===== src/rtl/blse_pkg.sv =====
`timescale 1ns / 1ps
`default_nettype none
// ----------------------------------------------------------------------------
// blse_pkg
// Shared types and codes for the bounded list stack engine.
// ----------------------------------------------------------------------------
package blse_pkg;

    localparam int unsigned DepthDefault = 16;

    localparam logic [2:0] OP_PUSH   = 3'd0;
    localparam logic [2:0] OP_POP    = 3'd1;
    localparam logic [2:0] OP_REMOVE = 3'd2;
    localparam logic [2:0] OP_FIND   = 3'd3;
    localparam logic [2:0] OP_CLEAR  = 3'd4;

    localparam logic [1:0] STAT_OK         = 2'd0;
    localparam logic [1:0] STAT_POP_EMPTY  = 2'd1;
    localparam logic [1:0] STAT_PUSH_FULL  = 2'd2;
    localparam logic [1:0] STAT_RM_EMPTY   = 2'd3;

    typedef struct packed {
        logic [2:0]         opcode;
        logic signed [31:0] operand_value;
    } t_in_word;

    typedef struct packed {
        logic               found;
        logic signed [31:0] front_value;
        logic               front_valid;
        logic [4:0]         entry_count;
        logic [1:0]         status;
    } t_out_word;

    typedef enum logic [1:0] {
        SH_HOLD,
        SH_RIGHT,
        SH_LEFT
    } t_shift;

    typedef struct packed {
        t_shift shift;
        logic   load_en;
    } t_chain_ctl;

    typedef enum logic [1:0] {
        ST_IDLE,
        ST_WALK,
        ST_RESP
    } t_state;

endpackage
`default_nettype wire


===== src/rtl/blse_cell.sv =====
`timescale 1ns / 1ps
`default_nettype none
// ----------------------------------------------------------------------------
// blse_cell
// One list slot: holds a value, takes a neighbor's value on a shift, or
// loads the walked-out front value when it is the write target of a walk step.
// ----------------------------------------------------------------------------
module blse_cell (
    input  wire                 i_clk,
    input  blse_pkg::t_shift    i_shift,
    input  wire                 i_load,
    input  wire signed [31:0]   i_left,
    input  wire signed [31:0]   i_right,
    input  wire signed [31:0]   i_tail,
    output logic signed [31:0]  o_value
);

    logic signed [31:0] r_value;
    logic signed [31:0] n_value;

    always_comb begin
        n_value = r_value;
        if (i_load) begin
            n_value = i_tail;
        end else begin
            case (i_shift)
                blse_pkg::SH_RIGHT: n_value = i_left;
                blse_pkg::SH_LEFT:  n_value = i_right;
                default:            n_value = r_value;
            endcase
        end
    end

    always_ff @(posedge i_clk) begin
        r_value <= n_value;
    end

    assign o_value = r_value;

endmodule
`default_nettype wire


===== src/rtl/blse_chain.sv =====
`timescale 1ns / 1ps
`default_nettype none
// ----------------------------------------------------------------------------
// blse_chain
// Row of list cells, front at cell zero. Shifts right on push, left on pop
// and walk steps, and writes the walked-out front value into one cell.
// ----------------------------------------------------------------------------
module blse_chain #(
    parameter int unsigned DEPTH = blse_pkg::DepthDefault,
    localparam int unsigned IW   = $clog2(DEPTH)
) (
    input  wire                     i_clk,
    input  blse_pkg::t_chain_ctl    i_ctl,
    input  wire [IW-1:0]            i_load_idx,
    input  wire signed [31:0]       i_push_value,
    output logic signed [31:0]      o_front
);

    logic signed [31:0] w_val [DEPTH];

    for (genvar g = 0; g < DEPTH; g++) begin : g_cell
        logic signed [31:0] w_left;
        logic signed [31:0] w_right;
        logic               w_load;

        if (g == 0) begin : g_first
            assign w_left = i_push_value;
        end else begin : g_mid
            assign w_left = w_val[g-1];
        end

        if (g == DEPTH - 1) begin : g_last
            assign w_right = w_val[g];
        end else begin : g_inner
            assign w_right = w_val[g+1];
        end

        assign w_load = i_ctl.load_en && (i_load_idx == IW'(g));

        blse_cell u_cell (
            .i_clk   (i_clk),
            .i_shift (i_ctl.shift),
            .i_load  (w_load),
            .i_left  (w_left),
            .i_right (w_right),
            .i_tail  (w_val[0]),
            .o_value (w_val[g])
        );
    end

    assign o_front = w_val[0];

endmodule
`default_nettype wire


===== src/rtl/bounded_list_stack_engine_unit.sv =====
`timescale 1ns / 1ps
`default_nettype none
// ----------------------------------------------------------------------------
// bounded_list_stack_engine_unit
// Bounded front-first list of signed 32-bit values with push, pop, remove,
// find and clear; every command word yields one result word.
// ----------------------------------------------------------------------------
// Usage:
//   The input channel (i_in_valid / o_in_ready / i_in_word) takes one command
//   word at a time; o_in_ready is high only while the controller is idle.
//   The output channel (o_out_valid / i_out_ready / o_out_word) returns one
//   result word per command from an output register.
//   Push, pop, clear and unused opcodes go from acceptance straight to the
//   response state, which loads the result register. Remove and find on a
//   non-empty list first walk it through the cell chain, one entry per cycle,
//   visiting every entry (at most DEPTH). Each walk step compares the value at
//   the single front tap of the chain; the walk length is the entry count at
//   acceptance. A new command is accepted in the cycle after the result is
//   registered, while that result may still wait in the output register.
//   If the receiver stalls with a result pending, the next command's result
//   holds in the controller until the output register frees up.
//   Reset empties the list and drops any pending result; cell contents are
//   not cleared and are never shown while the list is empty.
// ----------------------------------------------------------------------------
module bounded_list_stack_engine_unit #(
    parameter int unsigned DEPTH = blse_pkg::DepthDefault
) (
    input  wire                 i_clk,
    input  wire                 i_rst_n,
    input  wire                 i_in_valid,
    output logic                o_in_ready,
    input  blse_pkg::t_in_word  i_in_word,
    output logic                o_out_valid,
    input  wire                 i_out_ready,
    output blse_pkg::t_out_word o_out_word
);

    localparam int unsigned CW = $clog2(DEPTH + 1);
    localparam int unsigned IW = $clog2(DEPTH);

    blse_pkg::t_state     r_state, n_state;
    logic [CW-1:0]        r_count, n_count;
    logic [CW-1:0]        r_rem, n_rem;
    logic [CW-1:0]        r_kept, n_kept;
    logic [2:0]           r_op, n_op;
    logic signed [31:0]   r_val, n_val;
    logic                 r_found, n_found;
    logic [1:0]           r_status, n_status;
    logic                 r_out_valid, n_out_valid;
    blse_pkg::t_out_word  r_out, n_out;

    blse_pkg::t_chain_ctl w_ctl;
    logic [IW-1:0]        w_load_idx;
    logic [CW-1:0]        w_tail_pos;
    logic [CW-1:0]        w_kept_next;
    logic signed [31:0]   w_front;
    logic                 w_match;
    logic                 w_accept;
    blse_pkg::t_out_word  w_resp;

    blse_chain #(
        .DEPTH (DEPTH)
    ) u_chain (
        .i_clk        (i_clk),
        .i_ctl        (w_ctl),
        .i_load_idx   (w_load_idx),
        .i_push_value (i_in_word.operand_value),
        .o_front      (w_front)
    );

    assign o_in_ready  = (r_state == blse_pkg::ST_IDLE);
    assign w_accept    = i_in_valid && o_in_ready;
    assign w_match     = (w_front == r_val);
    assign w_kept_next = r_kept + CW'(!w_match);
    // Unprocessed entries sit below the kept ones, so the next kept entry
    // lands just after both groups once the chain has shifted left.
    assign w_tail_pos  = r_rem - CW'(1) + r_kept;

    always_comb begin
        w_resp.found       = r_found;
        w_resp.front_valid = (r_count != '0);
        w_resp.front_value = (r_count != '0) ? w_front : 32'sd0;
        w_resp.entry_count = 5'(r_count);
        w_resp.status      = r_status;
    end

    always_comb begin
        n_state     = r_state;
        n_count     = r_count;
        n_rem       = r_rem;
        n_kept      = r_kept;
        n_op        = r_op;
        n_val       = r_val;
        n_found     = r_found;
        n_status    = r_status;
        n_out       = r_out;
        n_out_valid = r_out_valid && !i_out_ready;
        w_ctl.shift   = blse_pkg::SH_HOLD;
        w_ctl.load_en = 1'b0;
        w_load_idx    = '0;

        unique case (r_state)
            blse_pkg::ST_IDLE: begin
                if (w_accept) begin
                    n_op     = i_in_word.opcode;
                    n_val    = i_in_word.operand_value;
                    n_found  = 1'b0;
                    n_status = blse_pkg::STAT_OK;
                    n_kept   = '0;
                    n_rem    = r_count;
                    n_state  = blse_pkg::ST_RESP;
                    unique case (i_in_word.opcode)
                        blse_pkg::OP_PUSH: begin
                            if (r_count == CW'(DEPTH)) begin
                                n_status = blse_pkg::STAT_PUSH_FULL;
                            end else begin
                                w_ctl.shift = blse_pkg::SH_RIGHT;
                                n_count     = r_count + CW'(1);
                            end
                        end
                        blse_pkg::OP_POP: begin
                            if (r_count == '0) begin
                                n_status = blse_pkg::STAT_POP_EMPTY;
                            end else begin
                                w_ctl.shift = blse_pkg::SH_LEFT;
                                n_count     = r_count - CW'(1);
                            end
                        end
                        blse_pkg::OP_REMOVE: begin
                            if (r_count == '0) begin
                                n_status = blse_pkg::STAT_RM_EMPTY;
                            end else begin
                                n_state = blse_pkg::ST_WALK;
                            end
                        end
                        blse_pkg::OP_FIND: begin
                            if (r_count != '0) begin
                                n_state = blse_pkg::ST_WALK;
                            end
                        end
                        blse_pkg::OP_CLEAR: begin
                            n_count = '0;
                        end
                        default: begin
                        end
                    endcase
                end
            end
            blse_pkg::ST_WALK: begin
                w_ctl.shift = blse_pkg::SH_LEFT;
                n_rem       = r_rem - CW'(1);
                if (r_op == blse_pkg::OP_REMOVE) begin
                    w_ctl.load_en = !w_match;
                    w_load_idx    = w_tail_pos[IW-1:0];
                    n_kept        = w_kept_next;
                end else begin
                    // Find rotates every entry to the tail, restoring order.
                    w_ctl.load_en = 1'b1;
                    w_load_idx    = IW'(r_count - CW'(1));
                    n_found       = r_found || w_match;
                end
                if (r_rem == CW'(1)) begin
                    n_state = blse_pkg::ST_RESP;
                    if (r_op == blse_pkg::OP_REMOVE) begin
                        n_count = w_kept_next;
                        if (w_kept_next == '0) begin
                            n_status = blse_pkg::STAT_RM_EMPTY;
                        end
                    end
                end
            end
            blse_pkg::ST_RESP: begin
                if (!r_out_valid || i_out_ready) begin
                    n_out       = w_resp;
                    n_out_valid = 1'b1;
                    n_state     = blse_pkg::ST_IDLE;
                end
            end
            default: begin
                n_state = blse_pkg::ST_IDLE;
            end
        endcase
    end

    always_ff @(posedge i_clk) begin
        if (!i_rst_n) begin
            r_state     <= blse_pkg::ST_IDLE;
            r_count     <= '0;
            r_out_valid <= 1'b0;
        end else begin
            r_state     <= n_state;
            r_count     <= n_count;
            r_out_valid <= n_out_valid;
        end
    end

    always_ff @(posedge i_clk) begin
        r_rem    <= n_rem;
        r_kept   <= n_kept;
        r_op     <= n_op;
        r_val    <= n_val;
        r_found  <= n_found;
        r_status <= n_status;
        r_out    <= n_out;
    end

    assign o_out_valid = r_out_valid;
    assign o_out_word  = r_out;

    a_count_bound: assert property (@(posedge i_clk) disable iff (!i_rst_n)
        r_count <= CW'(DEPTH))
        else $error("entry count exceeds list depth");

    a_push_grows: assert property (@(posedge i_clk) disable iff (!i_rst_n)
        w_accept && (i_in_word.opcode == blse_pkg::OP_PUSH) && (r_count < CW'(DEPTH))
        |=> r_count == $past(r_count) + CW'(1))
        else $error("push did not add an entry");

    a_walk_nonempty: assert property (@(posedge i_clk) disable iff (!i_rst_n)
        (r_state == blse_pkg::ST_WALK) |-> (r_rem != '0))
        else $error("walk running with no entries left");

    a_walk_bound: assert property (@(posedge i_clk) disable iff (!i_rst_n)
        (r_state == blse_pkg::ST_WALK) |-> ((r_rem + r_kept) <= r_count))
        else $error("walk pointers run past the list");

    a_result_source: assert property (@(posedge i_clk) disable iff (!i_rst_n)
        $rose(r_out_valid) |-> ($past(r_state) == blse_pkg::ST_RESP))
        else $error("result word appeared outside the response state");

endmodule
`default_nettype wire

===== config.mk =====
export PLATFORM = sky130hd
export DESIGN_NAME = bounded_list_stack_engine_unit
export DESIGN_NICKNAME = d
export VERILOG_FILES = /design/src/rtl/blse_pkg.sv /design/src/rtl/blse_cell.sv /design/src/rtl/blse_chain.sv /design/src/rtl/bounded_list_stack_engine_unit.sv
export SDC_FILE = /design/constraint.sdc
export NUM_CORES = 1
export LEC_CHECK = 0
export BUFFER_PORTS_ARGS = -buffer_cell sky130_fd_sc_hd__buf_2
export CORE_UTILIZATION = 60
export DETAILED_ROUTE_END_ITERATION = 8
export PLACE_DENSITY_LB_ADDON = 0.25
export RECOVER_POWER = 100
export SKIP_LAST_GASP = 1
export SLEW_MARGIN = 25
export SYNTH_ARGS = -nofsm -noshare
export SYNTH_HDL_FRONTEND = slang
export SYNTH_HIERARCHICAL = 1
export SYNTH_SLANG_ARGS = --single-unit

===== constraint.sdc =====
create_clock -name i_clk -period 14.3 [get_ports i_clk]
set_clock_uncertainty 0.2 [all_clocks]
set_input_delay 2.145 -clock i_clk [delete_from_list [all_inputs] [get_ports i_clk]]
set_output_delay 2.145 -clock i_clk [all_outputs]
set_load 0.01 [all_outputs]

---- Word level (Yosys, flattened, before mapping) ----
Cells that the tools add are included.
Widths: inputs -> output; s select.
storage, ports and cells
  input port bits ......................... 39
  output and inout bits ................... 43
  flip-flop bits (word level) ............. 609
operators by class
  equality and inequality tests ........... 36
  bitwise operators ....................... 1
  reductions and logical operators ........ 55
  add/subtract/negate cells ............... 5
  multiplexer cells ....................... 72
operators by type and width
  operator             number
  $pmux 32 s2          15
  $mux 32              16
  $reduce_bool 3->1    14
  $mux 5               7
  $eq 32x32->1         1
  $eq 4x4->1 const B   8
  $pmux 5 s2           3
  $mux 2               13
  $logic_and 1x1->1    18
  $eq 4x3->1 const B   4
  $pmux 2 s2           4
  $pmux 5 s3           1
  $pmux 2 s3           2
  $logic_not 5->1      2
  $ne 2x2->1 const B   5
  $sub 5x1->5 const B  2
  $eq 3x2->1 const B   3
  $reduce_and 3->1     3
  $eq 4x2->1 const B   2
  $mux 1               8
  $mux 4               2
  $reduce_and 2->1     4
  $reduce_and 7->1     1
  $ne 3x3->1 const B   2
  other kinds (22)     29

---- Logic depth before layout (Yosys ltp) ----
Gate-level depths: netlist of run 1.
  word-level depth ........................ 8
  mapped depth ............................ 15

---- Cells and area by module ----
The synthesis of run 1 kept the hierarchy.
modules (own cells, without submodules)
  module                          area each (µm²)  times used  cells each
  blse_cell                       2,356.0          16          182
  bounded_list_stack_engine_unit  4,560.6          1           350
  blse_chain                      117.6            1           23

---- Worst setup path after synthesis of run 1 ----
No wires, ideal clock.
  path type ............................... input -> register
  start ................................... input i_in_word[34] (netlist name)
  end ..................................... register u_chain.g_cell[0].u_cell.r_value[0], enable pin
  library setup time ...................... 0.390 ns
  required time ........................... 13.710 ns
  stages on the path ...................... 6
  buffers on the path ..................... 3
  path slack .............................. 3.949 ns
  arrival time ............................ 9.761 ns
  cell sequence ........................... buf_2 clkbuf_4 nor4b_1 buf_2 nor2b_1 or3_1
RTL lines
  what                  line                                  RTL
  from (decl)           bounded_list_stack_engine_unit.sv:32  input blse_pkg::t_in_word i_in_word,
  to (signal assigned)  blse_cell.sv:35                       r_value <= n_value;
  to (decl)             blse_cell.sv:18                       logic signed [31:0] r_value;

==> results.toml, run 1 <==
[pwr]
power_density_nw_per_um2 = 112.6
vdd.ir_drop.worst_mv = 0.1101
static_leakage_nw = 12.24
power_mw = 4.419

[setup_path]
setup.reg_to_reg.worst_slack_ns = 4.98
timing.critical_path.arrival_ns = 9.37
worst-endpoint-required_ns = 14.30
crit_start_category = "input pin"
timing.critical_path.to_type = "register"
path_class = "input pin to register"
r2r_start = "r_count[0]"
timing.critical_path.from = "i_in_word[32]"
cell_chain_of_the_critical_path = "clkbuf_1 > nor2b_1 > a31oi_1 > nor2_4 > buf_12 > buf_12 > clkbuf_1 > and2b_1 > or3_1 > clkbuf_1"
r2r_cells = 13
most_frequent_cell_on_the_critical_path = "clkbuf_1"
r2r_endpoint = "u_chain/g_cell[10].u_cell/o_value[28]"
critPathMaxStageDelay_ns = 2.37
timing.critical_path.slowest_stage_cell = "clkbuf_1"
crit_fanout = 168

[yosys]
synth_area_leader_cell = "edfxtp_1"
netlist_area_um2 = 42370
commonest_cells_post_synth = "edfxtp_1 (601), inv_1 (522), nand4bb_1 (512)"
ys_dominant_reg_cell = "edfxtp_1"
synth.yosys.seq_area_share = 0.4297
synth.top_cell.area_share = 0.4259
number_of_nets_in_the_synthesized_netlist = 3334
avg_cell_area_syn_um2 = 12.90
yosys.cell_types.count = 65
synth-seq-cells = 609
ys_async_sr_fraction = 0
synth_area_leaders = "edfxtp_1 (43%), nand4bb_1 (14%), o311ai_2 (12%)"
syn-instance-count = 3285
yosys_warning_count = 6
synth_most_common_cell = "edfxtp_1"
synth_edf_count = 601

[routing]
route.detailed.vias_per_inst = 6.460
via_count = 27094
remaining_design_rule_violation_count = 0
drt_pre_antenna_iters = 5
first_iter_violations = 3069
route.antenna.remaining_nets = 0
totalWireLength_um = 102600
routed_wire_length_per_instance_um = 24.46

[sta]
hold_viol_final = 0
fmax_mhz = 106.7
finalSetupViolations = 0
final_max_slew_viol_count = 787
rsz0062_at_grt = "no"
layout_worst_path_cycle_share = 0.6555
layout_min_cycle_time_ns = 9.374
worst-slew-pin-transition_ns = 3.293
setup_tns_ns = 0
timing.hold.ws_ns = 0.2346
timing.slew.headroom = -1.195

[global_route]
overflow = 0
grt_pass1_vias = 26519
antenna_violations_before_repair = 8
grt_start_max_net_pins = 231
grt_pass1_wl_um = 157500
track_usage = 0.2794

[clocking]
cts_tree = "yes"
cts_setup_buffers = 0
cts_buffer_depth = 3
postCtsHoldBufs = 0
htree_num_levels = 3
cts.root.buffer_cell = "clkbuf_16"
cts.clk_slew.worst_paths_ns = 0.06
cts_sinks = 609
ctsResizeCount = 0
worstSkewPairLatency_ns = 0.62
cts_buffers = 70

[floorplan]
die_area_um2 = 71690
die_w_um = 267.8
fp.dieH_um = 267.8
ioPinCount = 82
starting_density_of_the_core = 0.6062
core_region_area_um2 = 69910
core.rowCount = 97

[worst_hold_path]
holdCritPathClass = "register to register"
hold_path_depth = 0
timing.hold.worst.start = "r_status[1]"
min_to = "o_out_word[1]"

[flow_run]
max_cap_violations = 21

[placement]
hpwl_um = 64040
port-buffer-count = 81
gp_congestion = 0.8619

[outcome]
run_status = "complete, but fails checks"
violated_checks = "capacitance limit, slew limit"

[layout]
layout-drive-gt1-share = 0.07759
fillerInstances = 6213
layout-area-overhead-vs-synth_pct = -7.355
fin_nets = 3243
## state kept, by name, indices dropped and copies added (netlist names)
signal / count
o_out_word: 41
r_op: 3
u_chain/g_cell.u_cell/o_value: 512
r_found: 1
r_count: 5
r_kept: 5
r_rem: 5
r_status: 2
r_state: 2
o_out_valid: 1
r_val: 32
## how the worst max path moves through the flow
stage                                                 end  slack [ns]
floorplan             u_chain/g_cell[0].u_cell/o_value[0]        3.95
global placement      u_chain/g_cell[8].u_cell/o_value[1]        7.44
detailed placement   u_chain/g_cell[8].u_cell/o_value[24]        7.44
CTS                  u_chain/g_cell[8].u_cell/o_value[26]        8.06
global route        u_chain/g_cell[10].u_cell/o_value[28]        4.29
finish              u_chain/g_cell[10].u_cell/o_value[28]        4.93
## metal layers
metal  share of wire  vias to the layer above  GRT usage
li1                -                    12320          -
met1            0.45                    13632     0.4010
met2            0.45                      987     0.4363
met3           0.067                      153    0.04298
met4           0.028                        2    0.08510
met5         0.00011                        -          0
## worst max-delay path: cells and delay by family
| family | cells | cell delay, ns |
|---|---|---|
| simple gates | 4 | 1.66 |
| buf+inv | 5 | 5.15 |
| compound gates | 1 | 0.17 |
## kinds of logic after synthesis
group / share of synthesized area
AO/OA/AOI/OAI: 0.2369
XOR/XNOR: 0.009921
adder cells (fa/ha/maj): 0.003130
buffers and inverters: 0.1094
flip-flops: 0.4297
AND/OR/NAND/NOR: 0.2109
## final cells by class
type / count / area [um^2] / area share
sequential: 609 / 18210 / 0.4638
clock inverter: 45 / 322.8 / 0.008223
inverter: 522 / 1959 / 0.04991
timing repair buffer: 157 / 869.6 / 0.02215
tap: 940 / 1176 / 0.02996
multi-input combinational: 1834 / 14890 / 0.3794
clock buffer: 81 / 1814 / 0.04621
antenna: 6 / 15.01 / 0.0003825
## metrics by stage
| step | instance area [um^2] | util | setup slack [ns] | instances |
|---|---|---|---|---|
| 6_report | 39260 | 0.5616 | 4.926 | 4194 |
| 5_1_grt | 39250 | 0.5614 | 4.291 | 4189 |
| 4_1_cts | 44150 | 0.6316 | 8.063 | 4185 |
| 3_5_place_dp | 42020 | 0.6010 | 7.435 | 4059 |
| 3_3_place_gp | 42000 | 0.6008 | 7.439 | 4058 |
| 2_1_floorplan | 42370 | - | 3.949 | 3285 |
## placed cells by master, fill, tap and decap left out, types with 8 or more instances in the layout
| master | instances |
|---|---|
| nor2_4 | 13 |
| o21ai_0 | 9 |
| dfxtp_1 | 8 |
| clkinv_2 | 15 |
| or3_1 | 16 |
| a21oi_1 | 15 |
| xor2_1 | 41 |
| nand4bb_1 | 512 |
| nand2_1 | 497 |
| edfxtp_1 | 601 |
| clkbuf_16 | 71 |
| nor4_1 | 10 |
| nand3_1 | 8 |
| ha_1 | 9 |
| o311ai_0 | 475 |
| inv_1 | 522 |
| o311ai_2 | 14 |
| nor2b_1 | 50 |
| nand2_2 | 32 |
| clkinv_1 | 18 |
| o311ai_4 | 23 |
| buf_4 | 47 |
| and2b_1 | 16 |
| nor2_1 | 20 |
| clkbuf_1 | 109 |
## power by group
group / switching, mW / internal (mW) / leakage, nW
sequential: 0.0935 / 2.14 / 5.59
combinational: 0.322 / 0.158 / 5.61
clock: 0.752 / 0.953 / 1.04
total: 1.17 / 3.25 / 12.2
(Power assumes the default switching activity.)
==> inputs of run 2 (changes only) <==
--- a/config.mk
+++ b/config.mk
@@ -5,8 +5,9 @@
 export SDC_FILE = /design/constraint.sdc
 export NUM_CORES = 1
 export LEC_CHECK = 0
+export ABC_AREA = 1
 export BUFFER_PORTS_ARGS = -buffer_cell sky130_fd_sc_hd__buf_2
-export CORE_UTILIZATION = 60
+export CORE_UTILIZATION = 58
 export DETAILED_ROUTE_END_ITERATION = 8
 export PLACE_DENSITY_LB_ADDON = 0.25
 export RECOVER_POWER = 100
==> constraint.sdc (replaced) <==
create_clock -name i_clk -period 7.53 [get_ports i_clk]
set_clock_uncertainty 0.2 [all_clocks]
set_input_delay 1.1295 -clock i_clk [delete_from_list [all_inputs] [get_ports i_clk]]
set_output_delay 1.1295 -clock i_clk [all_outputs]
set_load 0.01 [all_outputs]
==> run 2 against run 1 <==
- total power increased to 2.5 times the previous value
- highest routed layer is now met4
- count of clock-buffer cells in the layout up 13
- critical path depth grew 3
- the run still ends with capacitance limit, slew limit left
- wire length rose by 9.0%
- register-to-register slack worse by 3.1 ns
==> results.toml, run 2 <==
[clocking]
cts.clk_slew.worst_paths_ns = 0.06
ctsResizeCount = 0
cts.root.buffer_cell = "clkbuf_16"
cts_buffer_depth = 3
cts_sinks = 609
worstSkewPairLatency_ns = 0.62
postCtsHoldBufs = 0
cts_buffers = 69
htree_num_levels = 3
cts_setup_buffers = 0
cts_tree = "yes"

[yosys]
ys_dominant_reg_cell = "edfxtp_1"
synth_area_leader_cell = "edfxtp_1"
synth_most_common_cell = "nand2_1"
synth.yosys.seq_area_share = 0.4882
netlist_area_um2 = 37290
synth_area_leaders = "edfxtp_1 (48%), nand2_1 (17%), nand3_1 (14%)"
commonest_cells_post_synth = "nand2_1 (1,686), inv_1 (1,108), nand3_1 (1,049)"
synth.top_cell.area_share = 0.4839
yosys.cell_types.count = 34
ys_async_sr_fraction = 0
avg_cell_area_syn_um2 = 7.523
yosys_warning_count = 6
synth-seq-cells = 609
syn-instance-count = 4957
synth_edf_count = 601
number_of_nets_in_the_synthesized_netlist = 5006

[sta]
finalSetupViolations = 0
layout_worst_path_cycle_share = 0.7493
worst-slew-pin-transition_ns = 2.278
final_max_slew_viol_count = 159
fmax_mhz = 177.2
timing.slew.headroom = -0.5184
rsz0062_at_grt = "no"
hold_viol_final = 0
layout_min_cycle_time_ns = 5.642
setup_tns_ns = 0

[layout]
most_common_library_cell_in_the_layout_ignoring_fill_and_taps = "nand2_1"
layout-area-overhead-vs-synth_pct = 5.573
largest_reg_flops = 512
finalCoreUtilization = 0.6219
fin_nets = 4951
layout.cells.most_common_list = "nand2_1 (1,695), inv_1 (1,121), nand3_1 (1,051)"
antenna_cells_inserted = 0
layout-drive-gt1-share = 0.04403

[global_route]
antenna_violations_before_repair = 0
grt_start_max_net_pins = 149
grt_pass1_vias = 30379
grt_pass1_wl_um = 168400
overflow = 0
track_usage = 0.3325

[pwr]
static_leakage_nw = 20.18
vdd.ir_drop.worst_mv = 0.2455
power_density_nw_per_um2 = 284.9
power_mw = 11.22

[outcome]
run_status = "complete, but fails checks"
violated_checks = "capacitance limit, slew limit"

[routing]
route.detailed.vias_per_inst = 5.587
via_count = 32387
remaining_design_rule_violation_count = 0
totalWireLength_um = 111800
routed_wire_length_per_instance_um = 19.29
drt_pre_antenna_iters = 9
first_iter_violations = 4247
route.antenna.remaining_nets = 0

[floorplan]
starting_density_of_the_core = 0.5891
core.rowCount = 92
core_region_area_um2 = 63310
fp.dieH_um = 255.6
die_w_um = 255.6
die_area_um2 = 65320
ioPinCount = 82

[flow_run]
max_cap_violations = 6

[placement]
hpwl_um = 73300
port-buffer-count = 81
gp_congestion = 0.9318

[worst_hold_path]
holdCritPathClass = "register to register"

[setup_path]
crit_start_category = "register"
timing.critical_path.arrival_ns = 5.72
timing.critical_path.to_type = "register"
worst-endpoint-required_ns = 7.61
crit_fanout = 22
path_class = "register to register"
-- run 2: cell count changes after synthesis, moves of 160 or more --
cell and change:
inv_1 +586, nand3_1 +1041, nand2_1 +1189, o311ai_4 -160
nand4bb_1 -512, o311ai_2 -320
-- run 2: logic make-up after synthesis --
kind of cell	count (synthesis)	synth area share
flops	609	0.4882
buf+inv	1424	0.1674
compound gates	54	0.007650
simple gates	2828	0.3256
xor+xnor	32	0.007515
fa+ha+maj	10	0.003556
-- run 2: layout make-up --
type	instances	area, um^2
Clock buffer	94	1894
Inverter	1145	4339
Multi-Input combinational cell	2924	12840
Sequential cell	609	18210
Clock inverter	26	167.7
Fill cell	5851	23940
Timing Repair Buffer	153	868.3
Tap cell	846	1059
-- run 2: per-stage QoR --
step	std cells	hold WS [ns]	cell area [um^2]	setup WS (ns)
global placement	5677	0.2059	37560	3.189
detailed placement	5677	0.2057	37560	3.126
finish	5797	0.2266	39370	1.888
global route	5797	0.2319	39370	1.630
CTS	5797	0.2215	39620	3.291
floorplan	4957	0.2003	37300	1.019
-- run 2: layer usage --
layer | up-vias | global-route usage | part of all wire
li1 | 15181 | - | -
met1 | 15089 | 0.4333 | 0.38
met2 | 1769 | 0.5476 | 0.48
met3 | 348 | 0.05556 | 0.096
met4 | 0 | 0.1455 | 0.047
met5 | - | 0 | 0
-- run 2: critical path, stage by stage, from the launching register on --
cell and delay [ns]:
dfxtp_1 0.32, inv_1 0.08, nand2_1 0.65, clkinvlp_2 0.69
nand2_1 0.45, inv_1 0.15, nand2_1 0.14, o21ai_0 0.23
inv_1 0.13, nand2_1 0.12, nor2_1 1.16, a21oi_1 0.12
o21ai_2 0.40, buf_4 0.42
-- run 2: power by group --
group | internal (mW) | switching (mW) | leakage (nW)
Sequential | 4.60 | 0.355 | 5.60
Clock | 1.80 | 1.39 | 1.00
Combinational | 0.835 | 2.23 | 13.6
-- run 2: worst paths after layout --
check,start,to,cells after the start,slack [ns]
worst max-delay path,r_state[1],u_chain/g_cell[8].u_cell/o_value[19],13,1.89
worst min-delay path,r_status[1],o_out_word[1],0,0.23
worst min register to register,r_status[1],o_out_word[1],0,0.23
worst max register to register,r_state[1],u_chain/g_cell[8].u_cell/o_value[19],13,1.89
